`src/hw/rtl/bd3_pkg.sv`:
```
// shared types, constants and window functions for the 3x3 binary dilation
package bd3_pkg;

   localparam int MAX_WIDTH_DEF  = 1024;
   localparam int MAX_HEIGHT_DEF = 1024;
   localparam int CFG_W          = 11;
   localparam int ROW_W          = 16;
   localparam int MASK_RST       = 186;
   localparam int WIDTH_RST      = 10;
   localparam int HEIGHT_RST     = 10;

   typedef enum logic [1:0] {
      REG_MASK   = 2'd0,
      REG_WIDTH  = 2'd1,
      REG_HEIGHT = 2'd2
   } bd3_reg_type;

   typedef struct packed {
      logic pix_set;
      logic row_start;
      logic has_top;
      logic has_mid;
      logic emit;
      logic last;
   } bd3_stage_type;

   // shift the window one column left, new column on the right
   function automatic logic [8:0] shift_in(input logic [8:0] win, input logic [2:0] col);
      logic [8:0] res;
      res = ((win >> 1) & 9'h0DB) | {col[2], 2'b00, col[1], 2'b00, col[0], 2'b00};
      return res;
   endfunction

   // right column only
   function automatic logic [8:0] place_right(input logic [2:0] col);
      logic [8:0] res;
      res = {col[2], 2'b00, col[1], 2'b00, col[0], 2'b00};
      return res;
   endfunction

   // bit k to bit 8-k
   function automatic logic [8:0] reverse9(input logic [8:0] v);
      logic [8:0] res;
      for (int k = 0; k < 9; k++) begin
         res[8 - k] = v[k];
      end
      return res;
   endfunction

endpackage

```
`src/hw/rtl/bd3_csr.sv`:
```
// configuration registers with clamped image size and pixel count
module bd3_csr #(
   parameter int MAX_WIDTH  = bd3_pkg::MAX_WIDTH_DEF,
   parameter int MAX_HEIGHT = bd3_pkg::MAX_HEIGHT_DEF,
   parameter int WW         = $clog2(MAX_WIDTH + 1),
   parameter int HW         = $clog2(MAX_HEIGHT + 1),
   parameter int PW         = WW + HW
) (
   input  logic                      clock,
   input  logic                      reset,
   input  logic                      write_en,
   input  logic [1:0]                write_index,
   input  logic [bd3_pkg::CFG_W-1:0] write_data,
   output logic [8:0]                mask,
   output logic [WW-1:0]             width,
   output logic [HW-1:0]             height,
   output logic [PW-1:0]             pixels,
   output logic                      hold
);

   localparam int XW    = (WW > bd3_pkg::CFG_W) ? WW : bd3_pkg::CFG_W;
   localparam int YW    = (HW > bd3_pkg::CFG_W) ? HW : bd3_pkg::CFG_W;
   localparam int W_RST = (bd3_pkg::WIDTH_RST > MAX_WIDTH) ? MAX_WIDTH : bd3_pkg::WIDTH_RST;
   localparam int H_RST = (bd3_pkg::HEIGHT_RST > MAX_HEIGHT) ? MAX_HEIGHT
                                                              : bd3_pkg::HEIGHT_RST;

   logic [8:0]    mask_ff;
   logic [WW-1:0] width_ff,  width_in;
   logic [HW-1:0] height_ff, height_in;
   logic [PW-1:0] pixels_ff;
   logic          hold_ff;
   logic [XW-1:0] wx;
   logic [YW-1:0] hx;

   assign wx = XW'(write_data);
   assign hx = YW'(write_data);

   // zero counts as one, above the maximum counts as the maximum
   always_comb begin
      if (wx == '0) begin
         width_in = WW'(1);
      end else if (wx > XW'(MAX_WIDTH)) begin
         width_in = WW'(MAX_WIDTH);
      end else begin
         width_in = WW'(wx);
      end
      if (hx == '0) begin
         height_in = HW'(1);
      end else if (hx > YW'(MAX_HEIGHT)) begin
         height_in = HW'(MAX_HEIGHT);
      end else begin
         height_in = HW'(hx);
      end
   end

   always_ff @(posedge clock) begin
      if (reset) begin
         mask_ff   <= 9'(bd3_pkg::MASK_RST);
         width_ff  <= WW'(W_RST);
         height_ff <= HW'(H_RST);
         hold_ff   <= 1'b1;
      end else begin
         hold_ff <= write_en;
         if (write_en) begin
            case (write_index)
               bd3_pkg::REG_MASK:   mask_ff   <= write_data[8:0];
               bd3_pkg::REG_WIDTH:  width_ff  <= width_in;
               bd3_pkg::REG_HEIGHT: height_ff <= height_in;
               default: ;
            endcase
         end
      end
   end

   // pixel count is the registered product of the size registers
   always_ff @(posedge clock) begin
      pixels_ff <= PW'(width_ff) * PW'(height_ff);
   end

   assign mask   = mask_ff;
   assign width  = width_ff;
   assign height = height_ff;
   assign pixels = pixels_ff;
   assign hold   = hold_ff;

endmodule

```
`src/hw/rtl/bd3_linebuf.sv`:
```
// two-row line buffer memory with write-to-read forwarding
module bd3_linebuf #(
   parameter int DEPTH = bd3_pkg::MAX_WIDTH_DEF,
   parameter int AW    = $clog2(DEPTH)
) (
   input  logic          clock,
   input  logic          reset,
   input  logic          rd_en,
   input  logic [AW-1:0] rd_addr,
   input  logic          wr_en,
   input  logic [AW-1:0] wr_addr,
   input  logic          wr_pix,
   output logic          above2,
   output logic          above1
);

   // bit 1: row two above, bit 0: row just above
   logic [1:0] line_ff [DEPTH];
   logic [1:0] rd_ff;
   logic [1:0] fwd_data_ff;
   logic       fwd_ff;
   logic [1:0] word;
   logic [1:0] wr_data;

   assign word    = fwd_ff ? fwd_data_ff : rd_ff;
   assign wr_data = {word[0], wr_pix};
   assign above2  = word[1];
   assign above1  = word[0];

   always_ff @(posedge clock) begin
      if (wr_en) begin
         line_ff[wr_addr] <= wr_data;
      end
      if (rd_en) begin
         rd_ff <= line_ff[rd_addr];
      end
   end

   always_ff @(posedge clock) begin
      if (reset) begin
         fwd_ff <= 1'b0;
      end else if (rd_en) begin
         fwd_ff <= wr_en && (rd_addr == wr_addr);
      end
   end

   always_ff @(posedge clock) begin
      if (rd_en) begin
         fwd_data_ff <= wr_data;
      end
   end

endmodule

```
`src/hw/rtl/bd3_window.sv`:
```
// 3x3 window register and masked or of the dilation
module bd3_window (
   input  logic                   clock,
   input  logic                   reset,
   input  logic                   advance,
   input  bd3_pkg::bd3_stage_type stage,
   input  logic                   above2,
   input  logic                   above1,
   input  logic [8:0]             mask,
   output logic                   dilated
);

   logic [8:0] window_ff, window_in;
   logic [8:0] shifted;
   logic [2:0] col;

   always_comb begin
      col = {stage.pix_set, above1 & stage.has_mid, above2 & stage.has_top};
      if (stage.row_start) begin
         // close the previous row with an empty right column
         shifted   = bd3_pkg::shift_in(window_ff, 3'b000);
         window_in = bd3_pkg::place_right(col);
      end else begin
         shifted   = bd3_pkg::shift_in(window_ff, col);
         window_in = shifted;
      end
      if (stage.emit && stage.last) begin
         window_in = '0;
      end
   end

   assign dilated = |(bd3_pkg::reverse9(shifted) & mask);

   always_ff @(posedge clock) begin
      if (reset) begin
         window_ff <= '0;
      end else if (advance) begin
         window_ff <= window_in;
      end
   end

endmodule

```
`src/hw/rtl/binary_dilation_3x3.sv`:
```
// top level of the streaming 3x3 binary dilation
//
//   port group   direction   payload
//   req_         in          tdata[7:0] pixel, tuser[0] action
//   rsp_         out         tdata[0] dilated, tlast last_pixel
//   csr_         in          csr_index register, csr_wdata value
//
// one item per clock unless hold or a stalled result blocks the input; a result
// leaves via the stage register, matched to the registered line buffer read, then
// the output register; reset empties the pipeline; input is held off after reset
// and after each csr write while the pixel count register settles
// a stalled result holds the stage behind it; items that give no result still flow
module binary_dilation_3x3 #(
   parameter int MAX_WIDTH  = bd3_pkg::MAX_WIDTH_DEF,
   parameter int MAX_HEIGHT = bd3_pkg::MAX_HEIGHT_DEF
) (
   input  logic                      clock,
   input  logic                      reset,
   input  logic                      req_tvalid,
   output logic                      req_tready,
   input  logic [7:0]                req_tdata,   // [7:0] pixel
   input  logic [0:0]                req_tuser,   // [0] action
   output logic                      rsp_tvalid,
   input  logic                      rsp_tready,
   output logic [7:0]                rsp_tdata,   // [0] dilated, [7:1] zero
   output logic                      rsp_tlast,
   input  logic                      csr_valid,
   output logic                      csr_ready,
   input  logic [1:0]                csr_index,
   input  logic [bd3_pkg::CFG_W-1:0] csr_wdata
);

   localparam int AW    = $clog2(MAX_WIDTH);
   localparam int WW    = $clog2(MAX_WIDTH + 1);
   localparam int HW    = $clog2(MAX_HEIGHT + 1);
   localparam int PW    = WW + HW;
   localparam int ROW_W = bd3_pkg::ROW_W;

   logic [8:0]    mask;
   logic [WW-1:0] width;
   logic [HW-1:0] height;
   logic [PW-1:0] pixels;
   logic          hold;

   logic [AW-1:0]    col_ff,   col_in;
   logic [ROW_W-1:0] row_ff,   row_in;
   logic [PW-1:0]    count_ff, count_in;
   logic [WW-1:0]    col_inc;
   logic [PW-1:0]    count_inc;
   logic             wrap;

   bd3_pkg::bd3_stage_type stage_in, stage_ff;
   logic [AW-1:0]          addr_ff;
   logic                   stage_valid_ff;
   logic                   stage_go;
   logic                   req_fire;

   logic out_valid_ff;
   logic out_dilated_ff;
   logic out_last_ff;
   logic dilated;
   logic above2, above1;

   assign csr_ready = 1'b1;

   bd3_csr #(
      .MAX_WIDTH  (MAX_WIDTH),
      .MAX_HEIGHT (MAX_HEIGHT),
      .WW         (WW),
      .HW         (HW),
      .PW         (PW)
   ) u_csr (
      .clock       (clock),
      .reset       (reset),
      .write_en    (csr_valid && csr_ready),
      .write_index (csr_index),
      .write_data  (csr_wdata),
      .mask        (mask),
      .width       (width),
      .height      (height),
      .pixels      (pixels),
      .hold        (hold)
   );

   assign stage_go   = stage_valid_ff && (!stage_ff.emit || !out_valid_ff || rsp_tready);
   assign req_tready = (!stage_valid_ff || stage_go) && !hold;
   assign req_fire   = req_tvalid && req_tready;

   // position, emit and end-of-image decisions for the incoming item
   always_comb begin
      col_inc   = WW'(col_ff) + WW'(1);
      wrap      = col_inc >= width;
      count_inc = count_ff + PW'(1);

      stage_in.pix_set   = !req_tuser[0] && (req_tdata != '0) && (row_ff < ROW_W'(height));
      stage_in.row_start = (col_ff == '0);
      stage_in.has_top   = (row_ff >= ROW_W'(2));
      stage_in.has_mid   = (row_ff != '0);
      stage_in.emit      = stage_in.has_top || ((row_ff == ROW_W'(1)) && !stage_in.row_start);
      stage_in.last      = stage_in.emit && (count_inc >= pixels);

      col_in   = wrap ? '0 : col_inc[AW-1:0];
      row_in   = (wrap && (row_ff != '1)) ? row_ff + ROW_W'(1) : row_ff;
      count_in = stage_in.emit ? count_inc : count_ff;
      if (stage_in.last) begin
         col_in   = '0;
         row_in   = '0;
         count_in = '0;
      end
   end

   always_ff @(posedge clock) begin
      if (reset) begin
         col_ff   <= '0;
         row_ff   <= '0;
         count_ff <= '0;
      end else if (req_fire) begin
         col_ff   <= col_in;
         row_ff   <= row_in;
         count_ff <= count_in;
      end
   end

   always_ff @(posedge clock) begin
      if (reset) begin
         stage_valid_ff <= 1'b0;
      end else if (req_fire) begin
         stage_valid_ff <= 1'b1;
      end else if (stage_go) begin
         stage_valid_ff <= 1'b0;
      end
   end

   always_ff @(posedge clock) begin
      if (req_fire) begin
         stage_ff <= stage_in;
         addr_ff  <= col_ff;
      end
   end

   bd3_linebuf #(
      .DEPTH (MAX_WIDTH),
      .AW    (AW)
   ) u_linebuf (
      .clock   (clock),
      .reset   (reset),
      .rd_en   (req_fire),
      .rd_addr (col_ff),
      .wr_en   (stage_go),
      .wr_addr (addr_ff),
      .wr_pix  (stage_ff.pix_set),
      .above2  (above2),
      .above1  (above1)
   );

   bd3_window u_window (
      .clock   (clock),
      .reset   (reset),
      .advance (stage_go),
      .stage   (stage_ff),
      .above2  (above2),
      .above1  (above1),
      .mask    (mask),
      .dilated (dilated)
   );

   always_ff @(posedge clock) begin
      if (reset) begin
         out_valid_ff <= 1'b0;
      end else if (stage_go && stage_ff.emit) begin
         out_valid_ff <= 1'b1;
      end else if (rsp_tready) begin
         out_valid_ff <= 1'b0;
      end
   end

   always_ff @(posedge clock) begin
      if (stage_go && stage_ff.emit) begin
         out_dilated_ff <= dilated;
         out_last_ff    <= stage_ff.last;
      end
   end

   assign rsp_tvalid = out_valid_ff;
   assign rsp_tdata  = {7'b0000000, out_dilated_ff};
   assign rsp_tlast  = out_last_ff;

endmodule

```
`config.mk`:
```
export PLATFORM = sky130hd
export DESIGN_NAME = binary_dilation_3x3
export DESIGN_NICKNAME = d
export VERILOG_FILES = /design/src/hw/rtl/bd3_pkg.sv /design/src/hw/rtl/bd3_csr.sv /design/src/hw/rtl/bd3_linebuf.sv /design/src/hw/rtl/bd3_window.sv /design/src/hw/rtl/binary_dilation_3x3.sv
export SDC_FILE = /design/constraint.sdc
export NUM_CORES = 2
export LEC_CHECK = 0
export ABC_AREA = 1
export BUFFER_PORTS_ARGS = -buffer_cell sky130_fd_sc_hd__buf_2
export CAP_MARGIN = 20
export CORE_MARGIN = 1.5
export CORE_UTILIZATION = 55
export DETAILED_ROUTE_END_ITERATION = 10
export PLACE_DENSITY_LB_ADDON = 0.1
export SLEW_MARGIN = 20
export SYNTH_ARGS = -nofsm -noshare
export SYNTH_HDL_FRONTEND = slang
export SYNTH_SLANG_ARGS = --single-unit
```
`constraint.sdc`:
```
create_clock -name clock -period 36.5 [get_ports clock]
set_input_delay 0 -clock clock [delete_from_list [all_inputs] [get_ports clock]]
set_output_delay 0 -clock clock [all_outputs]
set_load 0.03 [all_outputs]
```
==> qor.yml <==
floorplanning:
  row_count: 156
  core_um2: 181000
  start_util: 0.553
  die_area_um2: 184000
  die_w_um: 429
  die_height_um: 429
  ios: 39
route:
  wl_um: 292000
  drc: 0
  ant_nets: 0
  first_iter_violations: 8723
  first_pass_iters: 6
  wl_per_cell_um: 24.0
  via_per_inst: 5.87
  vias: 71500
global_route:
  antenna_found_initial: 1
  grt_max_degree: 232
  grt_pass1_vias: 69500
  grt_pass1_wl_um: 433000
  gr-total-overflow: 0
  global_route.usage.total: 0.315
sta:
  fmax_ghz: 0.183
  fin_crit_sh: 0.150
  rsz0062_at_grt: "no"
  whs_ns: 0.131
  finClkSkew_ns: 0.0505
  final.min_clock_period_ns: 5.47
  setup_tns_ns: 0
  slew_violations: 0
  setup_slack_ns: 31.03
  max_slew_margin: 0.152
  hold_viol: 0
  tightest_slew_ns: 1.27
  finalSetupViolations: 0
cells_and_area:
  antenna_cells: 0
  utilization: 0.601
  final_nets: 9854
  drive_gt1_frac: 0.0634
  syn_to_final_growth_pct: 8.54
clocking:
  cts_tree: "done"
  clockBufferDepth: 3
  clk_pin_slew_ns: 0.06
  numCtsBuffers: 220
  clock-root-buffer: "clkbuf_16"
  htree_levels: 4
  clock-sinks: 2181
  clk_latency_ns: 0.90
synth:
  postSynthCellCount: 9859
  yosys_register_bits: 2181
  yosysWarningCount: 0
  avgSynthCellArea_um2: 10.1
  synth_largest_area_cell: "edfxtp_1"
  syn_area_um2: 99900
  synth.most_common_cell: "edfxtp_1"
  yosysUniqueCellTypes: 53
  synth_common_cells: "edfxtp_1 (2070), nor2_1 (1985), nand2_1 (1973), inv_1 (745), nand3_1 (685)"
  synth_edf_count: 2070
  synthDominantCellAreaShare: 0.622
  ys_async_sr_fraction: 0
  synth_area_leaders: "edfxtp_1 (62%), nor2_1 (7.5%), nand2_1 (7.4%)"
  ys_seq_area_frac: 0.644
  synth_ff_type: "edfxtp_1"
hold_path:
  hold_class: "input port to flop"
job:
  drv_cap: 0
critical_path:
  cpMostUsedCell: "nand2_1"
  path_delay_family: "buffers and inverters"
  crit_type: "flop to flop"
  arrival_ns: 6.10
  cp.required_ns: 37.13
  cp_num_buf_inv: 7
  slowest_delay_ns: 0.71
  start_kind: "flop"
  crit_fanout: 66
  path_cells: "buf_4 > buf_4 > buf_4 > buf_4 > buf_4 > nand2_1 > nand2_1 > o21ai_0 > nand2_1 > nand2_1 > nand2_1 > nand2_1 > inv_1 > nand2_1 > nand2_1 > nand2_1 > nor2_1 > nand2_1 > nand3_1 > nand2_1 > inv_1 > nand2_1"
  crit_slowest_cell: "buf_4"
  crit_path_end_kind: "flop"
run_status:
  status: "complete, no violations"
place:
  place_ws_ns: 31.19
  portBuffers: 30
  gp_congestion: 0.860
  hpwl_um: 154000
pwr:
  p_per_area_nw_per_um2: 47.1
  p_clk_frac: 0.420
  switching_share: 0.219
  internal_power_w: 0.00399
  p_leak_nw: 40.0
  ir_drop_v: 0.0000453
  power_frac_seq: 0.538
  p_comb_frac: 0.042
  switching_power_w: 0.00112
==> cell families after synthesis <==
group / Yosys count / synth area share
compound gates: 1134 / 0.0618
xor+xnor: 65 / 0.00570
fa+ha+maj: 190 / 0.0298
buf+inv: 1429 / 0.0617
flops: 2181 / 0.644
other cells: 2 / 0.0000752
simple gates: 4858 / 0.196
==> what timing repair did <==
action,in CTS,in global routing
endpoints found under the setup margin,0,0
resized for setup,0,0
hold buffers,45,0
endpoints found under the hold margin,84,0
buffers inserted,0,0
==> area by class of cell <==
| type | count | area, um2 |
|---|---|---|
| Timing Repair Buffer | 224 | 1850 |
| Fill cell | 15100 | 72100 |
| Tap cell | 2370 | 2970 |
| Multi-Input combinational cell | 6255 | 29600 |
| Clock buffer | 287 | 5870 |
| Clock inverter | 112 | 861 |
| Inverter | 755 | 2880 |
| Sequential cell | 2181 | 64400 |
==> per-stage QoR <==
| stage | power [W] | cell area, um2 | std cells |
|---|---|---|---|
| after floorplan | 0.00299 | 99900 | 9865 |
| after global placement | 0.00301 | 101000 | 11700 |
| after detailed placement | 0.00301 | 101000 | 11700 |
| after CTS | 0.00513 | 108000 | 12200 |
| after global routing | 0.00525 | 108000 | 12200 |
| final | 0.00511 | 108000 | 12200 |
==> worst reg2reg max path, stage by stage, from the launching register on <==
cell and delay [ns]:
dfxtp_4 0.42, buf_4 0.44, buf_4 0.51, buf_4 0.72, buf_4 0.65, buf_4 0.67, nand2_1 0.15, nand2_1 0.08
o21ai_0 0.09, nand2_1 0.08, nand2_1 0.06, nand2_1 0.05, nand2_1 0.06, inv_1 0.05, nand2_1 0.05, nand2_1 0.09
nand2_1 0.21, nor2_1 0.38, nand2_1 0.14, nand3_1 0.14, nand2_1 0.07, inv_1 0.07, nand2_1 0.05
==> path summary, 6_finish.rpt <==
check | start | end | slack (ns) | depth (start not counted)
setup / recovery | col_ff[0] | u_linebuf.rd_ff[0] | 31.03 | 22
hold / removal | csr_wdata[10] | u_csr.width[8] | 0.13 | 5
setup reg to reg | col_ff[0] | u_linebuf.rd_ff[0] | 31.03 | 22
hold reg to reg | u_window.window_ff[7] | u_window.window_ff[7] | 0.47 | 2
==> flip-flops by register name (all words and copies together), names as in the netlist, 6 cells and up <==
register and flops:
count_ff 22, u_csr.height 11, u_csr.mask 9, u_csr.width 11
u_window.window_ff 6, addr_ff 10, u_csr.pixels 22, stage_ff 6
row_ff 16, col_ff 10, u_linebuf.line_ff 2048
==> power groups by stage <==
stage          clock network (W)  registers (W)  logic, W
6_report                 0.00215        0.00275  0.000215
5_1_grt                  0.00226        0.00275  0.000242
4_1_cts                  0.00217        0.00275  0.000215
3_5_place_dp                   0        0.00280  0.000210
3_3_place_gp                   0        0.00280  0.000209
2_1_floorplan                  0        0.00284  0.000153
==> routing by layer <==
layer  GRT usage  part of all wire  vias to the layer above
li1            -                 -                    32500
met3      0.0579             0.096                      612
met2       0.507              0.46                     3409
met4       0.124             0.041                        4
met5           0           0.00011                        -
met1       0.425              0.40                    35000
==> cells in the final DEF (no fill, tap or decap), drive strengths merged, types with 108 or more instances in the layout <==
| cell | instances |
|---|---|
| ha | 110 |
| edfxtp | 2070 |
| nor2 | 1992 |
| o21ai | 728 |
| or2 | 108 |
| nand3 | 686 |
| nand2 | 1975 |
| clkbuf | 287 |
| dfxtp | 111 |
| inv | 759 |
| a21oi | 199 |
| o211ai | 108 |
| buf | 179 |
No activity file was read; power rests on OpenSTA's default activity.
